[src/hdl/fhm_pkg.sv]
// ----------------------------------------------------------------------------
// fhm_pkg
// shared types and codes for the mutex with first-come wait queue
// ----------------------------------------------------------------------------
package fhm_pkg;

	localparam int TASK_W        = 4;
	localparam int OP_W          = 2;
	localparam int STATUS_W      = 3;
	localparam int MAX_TASKS_DEF = 16;

	localparam logic [OP_W-1:0] OP_LOCK   = 2'd0;
	localparam logic [OP_W-1:0] OP_UNLOCK = 2'd1;
	localparam logic [OP_W-1:0] OP_TRY    = 2'd2;

	localparam logic [STATUS_W-1:0] ST_ACQUIRED   = 3'd0;
	localparam logic [STATUS_W-1:0] ST_QUEUED     = 3'd1;
	localparam logic [STATUS_W-1:0] ST_TRY_FAILED = 3'd2;
	localparam logic [STATUS_W-1:0] ST_NOT_OWNER  = 3'd3;
	localparam logic [STATUS_W-1:0] ST_FREED      = 3'd4;
	localparam logic [STATUS_W-1:0] ST_HANDED     = 3'd5;
	localparam logic [STATUS_W-1:0] ST_QUEUE_FULL = 3'd6;

	typedef struct packed {
		logic [OP_W-1:0]   operation;
		logic [TASK_W-1:0] task_id;
	} req_word_t;

	typedef struct packed {
		logic [STATUS_W-1:0] status;
		logic                woken_valid;
		logic [TASK_W-1:0]   woken_task;
		logic [TASK_W-1:0]   owner_now;
		logic                held_now;
	} rsp_word_t;

endpackage

[src/hdl/fhm_ring.sv]
// ----------------------------------------------------------------------------
// fhm_ring
// waiter ring storage, one write port and one registered read port
// ----------------------------------------------------------------------------
module fhm_ring #(
	parameter int DEPTH = fhm_pkg::MAX_TASKS_DEF,
	parameter int AW    = $clog2(DEPTH)
) (
	input  logic                      clk,
	input  logic                      wr_en,
	input  logic [AW-1:0]             wr_addr,
	input  logic [fhm_pkg::TASK_W-1:0] wr_data,
	input  logic                      rd_en,
	input  logic [AW-1:0]             rd_addr,
	output logic [fhm_pkg::TASK_W-1:0] rd_data
);

	logic [fhm_pkg::TASK_W-1:0] mem [DEPTH];

	always_ff @(posedge clk) begin
		if (wr_en) begin
			mem[wr_addr] <= wr_data;
		end
	end

	always_ff @(posedge clk) begin
		if (rd_en) begin
			rd_data <= mem[rd_addr];
		end
	end

endmodule

[src/hdl/fifo_handoff_mutex_unit.sv]
// ----------------------------------------------------------------------------
// fifo_handoff_mutex_unit
// hardware mutex with a first-come wait queue and direct handover on unlock
// ----------------------------------------------------------------------------
// When a request is accepted, the head entry of the waiter ring memory is read.
// In the decide stage that follows, the request is decided, the ring tail entry
// is written and the response word is loaded into the output register. A new
// request is accepted only once the decide stage is empty, also while an earlier
// response still waits in the output register; a request stays in the decide
// stage only while that register is full and stalled. The ring needs no clearing
// after reset: only entries written since are read.
// ----------------------------------------------------------------------------
module fifo_handoff_mutex_unit #(
	parameter int MAX_TASKS = fhm_pkg::MAX_TASKS_DEF
) (
	input  logic               clk,
	input  logic               arst_n,
	input  logic               req_valid,
	output logic               req_stall,
	input  fhm_pkg::req_word_t req,
	output logic               rsp_valid,
	input  logic               rsp_stall,
	output fhm_pkg::rsp_word_t rsp
);

	localparam int PW = (MAX_TASKS > 1) ? $clog2(MAX_TASKS) : 1;
	localparam int CW = $clog2(MAX_TASKS + 1);
	localparam logic [PW-1:0] PTR_LAST = PW'(MAX_TASKS - 1);
	localparam logic [CW-1:0] CNT_FULL = CW'(MAX_TASKS);

	logic                       held_q;
	logic [fhm_pkg::TASK_W-1:0] owner_q;
	logic [PW-1:0]              head_q;
	logic [PW-1:0]              tail_q;
	logic [CW-1:0]              count_q;

	logic                       valid_s1;
	fhm_pkg::req_word_t         req_s1;
	logic [fhm_pkg::TASK_W-1:0] head_data_s1;

	logic                       req_take;
	logic                       s1_done;

	logic                       held_d;
	logic [fhm_pkg::TASK_W-1:0] owner_d;
	logic                       push;
	logic                       pop;
	fhm_pkg::rsp_word_t         rsp_d;

	assign req_stall = valid_s1;
	assign req_take  = req_valid && !req_stall;
	assign s1_done   = valid_s1 && (!rsp_valid || !rsp_stall);

	// head entry read, decide stage is empty so no write overlaps it
	fhm_ring #(
		.DEPTH (MAX_TASKS),
		.AW    (PW)
	) u_ring (
		.clk     (clk),
		.wr_en   (s1_done && push),
		.wr_addr (tail_q),
		.wr_data (req_s1.task_id),
		.rd_en   (req_take),
		.rd_addr (head_q),
		.rd_data (head_data_s1)
	);

	always_comb begin
		held_d            = held_q;
		owner_d           = owner_q;
		push              = 1'b0;
		pop               = 1'b0;
		rsp_d.status      = fhm_pkg::ST_NOT_OWNER;
		rsp_d.woken_valid = 1'b0;
		rsp_d.woken_task  = '0;
		case (req_s1.operation)
			fhm_pkg::OP_LOCK: begin
				if (!held_q) begin
					held_d       = 1'b1;
					owner_d      = req_s1.task_id;
					rsp_d.status = fhm_pkg::ST_ACQUIRED;
				end else if (count_q == CNT_FULL) begin
					rsp_d.status = fhm_pkg::ST_QUEUE_FULL;
				end else begin
					push         = 1'b1;
					rsp_d.status = fhm_pkg::ST_QUEUED;
				end
			end
			fhm_pkg::OP_UNLOCK: begin
				if (!held_q || owner_q != req_s1.task_id) begin
					rsp_d.status = fhm_pkg::ST_NOT_OWNER;
				end else if (count_q != '0) begin
					pop               = 1'b1;
					owner_d           = head_data_s1;
					rsp_d.status      = fhm_pkg::ST_HANDED;
					rsp_d.woken_valid = 1'b1;
					rsp_d.woken_task  = head_data_s1;
				end else begin
					held_d       = 1'b0;
					owner_d      = '0;
					rsp_d.status = fhm_pkg::ST_FREED;
				end
			end
			default: begin
				// trylock, both codes with the upper bit set
				if (!held_q) begin
					held_d       = 1'b1;
					owner_d      = req_s1.task_id;
					rsp_d.status = fhm_pkg::ST_ACQUIRED;
				end else begin
					rsp_d.status = fhm_pkg::ST_TRY_FAILED;
				end
			end
		endcase
		rsp_d.owner_now = owner_d;
		rsp_d.held_now  = held_d;
	end

	always_ff @(posedge clk or negedge arst_n) begin
		if (!arst_n) begin
			valid_s1 <= 1'b0;
		end else if (req_take) begin
			valid_s1 <= 1'b1;
		end else if (s1_done) begin
			valid_s1 <= 1'b0;
		end
	end

	always_ff @(posedge clk) begin
		if (req_take) begin
			req_s1 <= req;
		end
	end

	always_ff @(posedge clk or negedge arst_n) begin
		if (!arst_n) begin
			held_q  <= 1'b0;
			owner_q <= '0;
			head_q  <= '0;
			tail_q  <= '0;
			count_q <= '0;
		end else if (s1_done) begin
			held_q  <= held_d;
			owner_q <= owner_d;
			if (push) begin
				tail_q  <= (tail_q == PTR_LAST) ? '0 : tail_q + PW'(1);
				count_q <= count_q + CW'(1);
			end
			if (pop) begin
				head_q  <= (head_q == PTR_LAST) ? '0 : head_q + PW'(1);
				count_q <= count_q - CW'(1);
			end
		end
	end

	always_ff @(posedge clk or negedge arst_n) begin
		if (!arst_n) begin
			rsp_valid <= 1'b0;
		end else if (s1_done) begin
			rsp_valid <= 1'b1;
		end else if (!rsp_stall) begin
			rsp_valid <= 1'b0;
		end
	end

	always_ff @(posedge clk) begin
		if (s1_done) begin
			rsp <= rsp_d;
		end
	end

endmodule

[config.mk]
export PLATFORM = sky130hd
export DESIGN_NAME = fifo_handoff_mutex_unit
export DESIGN_NICKNAME = d
export VERILOG_FILES = /design/src/hdl/fhm_pkg.sv /design/src/hdl/fhm_ring.sv /design/src/hdl/fifo_handoff_mutex_unit.sv
export SDC_FILE = /design/constraint.sdc
export NUM_CORES = 1
export LEC_CHECK = 0
export ABC_AREA = 1
export BUFFER_PORTS_ARGS = -buffer_cell sky130_fd_sc_hd__buf_2
export CAP_MARGIN = 10
export CORE_AREA = 8 8 121 123
export CTS_CLUSTER_SIZE = 12
export DETAILED_ROUTE_END_ITERATION = 10
export DIE_AREA = 0 0 129 131
export PLACE_DENSITY_LB_ADDON = 0.2
export SYNTH_ARGS = -nofsm -noshare
export SYNTH_HDL_FRONTEND = slang
export SYNTH_HIERARCHICAL = 1
export SYNTH_SLANG_ARGS = --single-unit
[constraint.sdc]
create_clock -name clk -period 2.68 [get_ports clk]
set_clock_uncertainty 0.15 [all_clocks]
set_input_delay 0.402 -clock clk [delete_from_list [all_inputs] [get_ports clk]]
set_output_delay 0.402 -clock clk [all_outputs]
set_load 0.1 [all_outputs]
==> results.json, run 1 <==
{
  "cts_buffers": 9,
  "slew_viol_final": 0,
  "fp.dieArea_sq_mm": 0.0169,
  "drt_iter0_markers": 207,
  "drtAntennaViolNets": 0,
  "die_y_um": 131,
  "status": "complete, no violations",
  "final_net_count": 542,
  "drc": 0,
  "cts_sinks": 107,
  "dr.pass1.iters": 4,
  "cts_tree": "built",
  "power_leakage_nw": 2.40,
  "min_period_ns": 2.22,
  "worst_pin_slew_ns": 0.781,
  "hold_viol": 0,
  "die_w_um": 129,
  "start_util": 0.384,
  "grt_pass1_vias": 3323,
  "finalSetupViolCount": 0,
  "cts-root-buf": "clkbuf_16",
  "ys_top_cells_by_count": "nand2_1 (133), edfxtp_1 (87), inv_1 (78), nand3_1 (62), nor2_1 (28)",
  "yosysWarnings": 6,
  "gp_congestion": 0.844,
  "wirelength_um": 10400,
  "syn-num-nets": 508,
  "core-area_sq_mm": 0.0129,
  "netlist_top_cells_area": "edfxtp_1 (53%), dfrtp_1 (10%), nand2_1 (10%)",
  "post-synth-top-count-cell": "nand2_1",
  "end_kind": "flip-flop",
  "syn_avg_cell_area_sq_um": 10.0,
  "grt_pass1_wl_um": 16800,
  "cp_max_fo": 9,
  "fmax_ghz": 0.451,
  "overflow": 0,
  "path_class": "reg -> reg",
  "synth_seq_cells": 107,
  "maxCapViolCount": 0,
  "synth_cell_types": 34,
  "power.density_mw_per_mm2": 1070,
  "yosysTopAreaCellShare": 0.528,
  "syn_inst": 494,
  "grt_usage": 0.133,
  "arrival_ns": 2.31,
  "yosys.area.top_type": "edfxtp_1",
  "p_total_w": 0.00596,
  "start_kind": "flip-flop",
  "diodes": 0,
  "clk_pin_slew_ns": 0.07,
  "holdBufCountCts": 1,
  "port_buffers": 24,
  "routed-via-count": 3325,
  "drive_gt1_frac": 0.144,
  "cts.path.max_buffers": 2,
  "synth_seq_area_share": 0.630,
  "min_period_over_period": 0.828,
  "clk-insertion-delay-late_ns": 0.35,
  "cts_resized": 0,
  "synth_area_sq_mm": 0.00494,
  "synthFlopType": "edfxtp_1",
  "grt_start_max_net_pins": 33,
  "dp_hpwl_um": 7240,
  "antenna_found_initial": 0,
  "holdWs_ns": 0.0771,
  "postCtsSetupBuffers": 0,
  "ys_async_sr_fraction": 0.187,
  "rsz0062_at_grt": "false",
  "cp.required_ns": 2.77,
  "wl_per_cell_um": 14.6,
  "relSlewSlack": 0.479,
  "vdd_drop_max_mv": 0.592,
  "area_delta_synth_final_pct": 12.6,
  "hold_path_class": "in -> reg",
  "via_per_inst": 4.69,
  "ioPinCount": 25,
  "synth_edf_count": 87,
  "rows": 42,
  "finalSetupTns_ns": 0,
  "cts_max_level": 3
}
where the power goes:
part           total (W)  leakage [nW]  switching [W]  internal, W
logic            0.00225          1.22        0.00170     0.000543
registers        0.00238          1.04       0.000232      0.00214
clock network    0.00134         0.148       0.000602     0.000735
total            0.00596          2.40        0.00254      0.00342
layout make-up:
type / count / area, sq um
multi-input combinational: 288 / 1390
clock buffer: 10 / 229
inverter: 86 / 330
clock inverter: 6 / 70.1
sequential: 107 / 3110
tap: 176 / 220
timing repair buffer: 36 / 213
fill: 1242 / 7310
registers in the layout, indices dropped and copies added, names as in the netlist:
signal,flops
u_ring/mem,64
count_q,5
req_s1,6
u_ring/rd_data,4
owner_q,4
rsp_valid,1
held_q,1
req_stall,1
rsp,13
tail_q,4
head_q,4
cell usage in the layout, fill, tap and decap left out, types with 2 or more instances in the layout:
master / Yosys / final
nand2_1: 133 / 133
edfxtp_1: 87 / 87
inv_1: 78 / 78
nand3_1: 62 / 62
nor2_1: 28 / 28
buf_2: 2 / 24
dfrtp_1: 20 / 20
o21ai_0: 16 / 16
buf_4: 4 / 11
clkbuf_16: 0 / 9
a21oi_1: 7 / 7
inv_2: 6 / 6
nor2_2: 5 / 5
nand2_2: 4 / 4
nand4_1: 4 / 4
ha_1: 4 / 4
inv_6: 1 / 4
nand3_2: 3 / 3
o221ai_1: 3 / 3
xor2_1: 3 / 3
nand3b_1: 3 / 3
nor2_4: 2 / 2
o21ai_1: 2 / 2
metrics by stage:
step                utilization  cell area (sq um)  cells  setup slack (ns)
global placement          0.408               5260    692             0.509
floorplan                     -               4940    494             0.217
global route              0.432               5570    709             0.175
finish                    0.432               5570    709             0.462
CTS                       0.432               5570    709             0.466
detailed placement        0.408               5260    692             0.484
routing by layer:
| metal | global-route usage | share of wire | vias up |
|---|---|---|---|
| li1 | - | - | 1676 |
| met1 | 0.167 | 0.46 | 1583 |
| met4 | 0.0581 | 0.0097 | 0 |
| met3 | 0.0381 | 0.046 | 8 |
| met2 | 0.210 | 0.49 | 58 |
| met5 | 0 | 0 | - |
path summary, 6_finish.rpt:
check	from	end	slack (ns)	depth (start not counted)
max	req_s1[2]$_DFFE_PP_	count_q[4]$_DFFE_PN0P_	0.46	19
min	req[0]	req_s1[0]$_DFFE_PP_	0.08	1
max in group asynchronous	arst_n	req_stall$_DFFE_PN0P_	1.66	2
max reg2reg	req_s1[2]$_DFFE_PP_	count_q[4]$_DFFE_PN0P_	0.46	19
min reg2reg	rsp_valid$_DFFE_PN0P_	rsp_valid$_DFFE_PN0P_	0.35	2
min in group asynchronous	arst_n	owner_q[2]$_DFFE_PN0P_	0.38	2
critical path, cell delays in order (launching register included):
cell	delay, ns
edfxtp_1	0.37
buf_4	0.17
nand2_1	0.06
nand2_1	0.06
nand2_1	0.08
nor2_4	0.16
nand2_2	0.11
nor2_4	0.13
nand2_2	0.08
nand2_1	0.07
inv_1	0.04
ha_1	0.16
inv_1	0.07
nand2_1	0.07
nand3_2	0.08
nand2_1	0.05
nand2_1	0.06
nand2_1	0.04
nand2_1	0.05
nand2_1	0.04
kinds of logic (layout without fill, tap and decap cells):
kind of cell | Yosys count | count (layout) | share of synthesized area
and+or+nand+nor | 249 | 249 | 0.228
DFF | 107 | 107 | 0.630
buffers and inverters | 99 | 138 | 0.0893
AOI/OAI and AO/OA | 30 | 30 | 0.0332
adders and majority gates | 4 | 4 | 0.0101
xor gates and xnor gates | 4 | 4 | 0.00709
muxes | 1 | 1 | 0.00228
Power figures use the tool's default switching activity.
==> run 2: changes to the inputs <==
--- a/config.mk
+++ b/config.mk
@@ -5,13 +5,13 @@
 export SDC_FILE = /design/constraint.sdc
 export NUM_CORES = 1
 export LEC_CHECK = 0
-export ABC_AREA = 1
+export ABC_AREA = 0
 export BUFFER_PORTS_ARGS = -buffer_cell sky130_fd_sc_hd__buf_2
 export CAP_MARGIN = 10
-export CORE_AREA = 8 8 121 123
+export CORE_AREA = 8 8 117 119
 export CTS_CLUSTER_SIZE = 12
 export DETAILED_ROUTE_END_ITERATION = 10
-export DIE_AREA = 0 0 129 131
+export DIE_AREA = 0 0 125 127
 export PLACE_DENSITY_LB_ADDON = 0.2
 export SYNTH_ARGS = -nofsm -noshare
 export SYNTH_HDL_FRONTEND = slang
==> constraint.sdc (replaced) <==
create_clock -name clk -period 1.98 [get_ports clk]
set_clock_uncertainty 0.15 [all_clocks]
set_input_delay 0.297 -clock clk [delete_from_list [all_inputs] [get_ports clk]]
set_output_delay 0.297 -clock clk [all_outputs]
set_load 0.1 [all_outputs]
==> run 2 against run 1 <==
The run now ends with negative setup slack left; cell count is 23% lower; die area is 6.1% lower; synthesized cell count is 41% lower; combinational power is 39% higher; worst setup slack worse by 1.2 ns; worst hold slack worse by 0.045 ns; core utilization is 8.6 points higher; first-iteration DRC count is 5.8% lower; critical endpoint unchanged; largest power group is now combinational logic.
==> results.json, run 2 <==
{
  "cts.path.max_buffers": 2,
  "worstPathCellList": "or4_4, nor2_4, nor4_4, xor2_1, ha_2, nor3_4, o21bai_1, or4_1, a2bb2o_4, xnor2_1",
  "end_kind": "flip-flop",
  "hold_path_class": "in -> reg",
  "post-synth-top-count-cell": "edfxtp_1",
  "clk_pin_slew_ns": 0.07,
  "wl_per_cell_um": 17.9,
  "syn_avg_cell_area_sq_um": 15.9,
  "dr.pass1.iters": 6,
  "utilization": 0.518,
  "maxCapViolCount": 0,
  "synth_seq_cells": 107,
  "overflow": 0,
  "routed-via-count": 2836,
  "finalSetupViolCount": 85,
  "path_class": "reg -> reg",
  "hold_viol": 0,
  "yosysWarnings": 6,
  "syn-num-nets": 303,
  "cp_max_fo": 3,
  "largest_reg_flops": 64,
  "dp_hpwl_um": 6780,
  "min_period_ns": 2.73,
  "grt_start_max_net_pins": 22,
  "final_common_cell": "edfxtp_1",
  "netlist_top_cells_area": "edfxtp_1 (57%), dfrtp_1 (11%), mux4_1 (8.0%)",
  "worst_pin_slew_ns": 0.550,
  "mostFrequentLayoutCells": "edfxtp_1 (87), buf_4 (53), buf_2 (24), dfrtp_1 (18), nor2_4 (14)",
  "port_buffers": 24,
  "start_kind": "flip-flop",
  "slew_viol_final": 0,
  "rsz0062_at_grt": "true",
  "wirelength_um": 9700,
  "grt_usage": 0.128,
  "synth_cell_types": 53,
  "cts-root-buf": "clkbuf_16",
  "fin_ws_ns": -0.750,
  "arrival_ns": 2.81,
  "drc": 0,
  "cts_max_level": 3,
  "fp.dieArea_sq_mm": 0.0159,
  "final_net_count": 406,
  "area_delta_synth_final_pct": 33.2,
  "grt_pass1_vias": 3010,
  "final_cells": 543,
  "pre_cts_ws_ns": -0.752,
  "vdd_drop_max_mv": 0.605,
  "power_leakage_nw": 2.29,
  "start_util": 0.389,
  "critPathSlowestCell": "or4_4",
  "relSlewSlack": 0.633,
  "ys_async_sr_fraction": 0.187,
  "synth_edf_count": 87,
  "largest-register": "u_ring/mem",
  "ys_top_cells_by_count": "edfxtp_1 (87), nor2_1 (26), dfrtp_1 (20), nand2_1 (15), mux4_1 (14)",
  "min_period_over_period": 1.38,
  "ioPinCount": 25,
  "crit_path_max_incr_delay_ns": 0.55,
  "via_per_inst": 5.22,
  "drt_iter0_markers": 195,
  "diodes": 0,
  "core-area_sq_mm": 0.0118,
  "syn_inst": 289,
  "top_regs": "u_ring/mem (64), rsp (13), req_s1 (6)",
  "violations": "negative setup slack",
  "power.density_mw_per_mm2": 1290,
  "gp_congestion": 0.786,
  "cts_buffers": 9,
  "cp.required_ns": 2.06,
  "die_y_um": 127,
  "synthFlopType": "edfxtp_1",
  "cts_tree": "built",
  "drive_gt1_frac": 0.442,
  "synth_area_sq_mm": 0.00460,
  "antenna_found_initial": 0,
  "drtAntennaViolNets": 0,
  "rows": 40,
  "yosys.area.top_type": "edfxtp_1",
  "synth_seq_area_share": 0.677,
  "status": "complete, but fails checks",
  "dp_cells": 506,
  "fin_area_sq_mm": 0.00612,
  "yosysTopAreaCellShare": 0.568,
  "p_total_w": 0.00792,
  "die_w_um": 125,
  "clk-insertion-delay-late_ns": 0.35,
  "placed_area_sq_mm": 0.00545,
  "cts_sinks": 107,
  "fmax_ghz": 0.366,
  "grt_pass1_wl_um": 15700
}
## run 2: logic make-up after synthesis
logic type | after synthesis | synth area share
AO/OA/AOI/OAI | 42 | 0.0645
XOR/XNOR | 10 | 0.0190
adder cells (fa/ha/maj) | 4 | 0.0109
buffers and inverters | 11 | 0.0163
flip-flops | 107 | 0.677
multiplexers | 25 | 0.112
AND/OR/NAND/NOR | 90 | 0.101
## run 2: path summary, 6_finish.rpt
path | from | to | slack [ns] | cells after the start
max in group asynchronous | arst_n | req_stall$_DFFE_PN0P_ | 0.94 | 2
worst min register to register | rsp_valid$_DFFE_PN0P_ | rsp_valid$_DFFE_PN0P_ | 0.40 | 1
worst max-delay path | count_q[1]$_DFFE_PN0P_ | count_q[4]$_DFFE_PN0P_ | -0.75 | 10
worst max register to register | count_q[1]$_DFFE_PN0P_ | count_q[4]$_DFFE_PN0P_ | -0.75 | 10
worst min-delay path | rsp_stall | rsp_valid$_DFFE_PN0P_ | 0.03 | 2
min in group asynchronous | arst_n | count_q[2]$_DFFE_PN0P_ | 0.32 | 2
## run 2: metal layers
layer,GRT usage,up-vias,share of wire
met2,0.222,58,0.51
met4,0.0595,0,0.024
met1,0.143,1408,0.42
met3,0.0354,19,0.038
met5,0,-,0
li1,-,1351,-
## run 2: worst max-delay path, delay by kind of cell (launching register included)
kind / cells / cell delay (ns)
xor+xnor: 2 / 0.26
simple gates: 5 / 1.30
fa+ha+maj: 1 / 0.21
flops: 1 / 0.38
compound gates: 2 / 0.30
## run 2: cell type report
class                   instances  area [sq um]
fillers                       981          5690
clock inverters                 6          56.3
repair buffers                 99           783
inverters                       4          18.8
flip-flops and latches        107          3120
clock buffers                   9           225
multi-input cells             171          1740
well taps                     147           184
## run 2: timing repair
item	4_1_cts	5_1_grt
pin swaps	17	8
endpoints found under the hold margin	26	0
hold buffers	7	0
resized for setup	35	19
setup buffers	8	9
setup endpoints to repair	93	96
## run 2: through the flow
stage          hold slack (ns)  TNS [ns]
2_1_floorplan           -0.149    -25.98
3_3_place_gp             0.153    -21.69
3_5_place_dp             0.165    -22.22
4_1_cts                 0.0248    -24.86
5_1_grt                 0.0272    -33.37
6_report                0.0322    -28.40
## run 2: where the power goes
part	switching [W]	internal [W]
Combinational	0.00195	0.00117
Clock	0.000828	0.000880
Sequential	0.000248	0.00284
Total	0.00303	0.00489
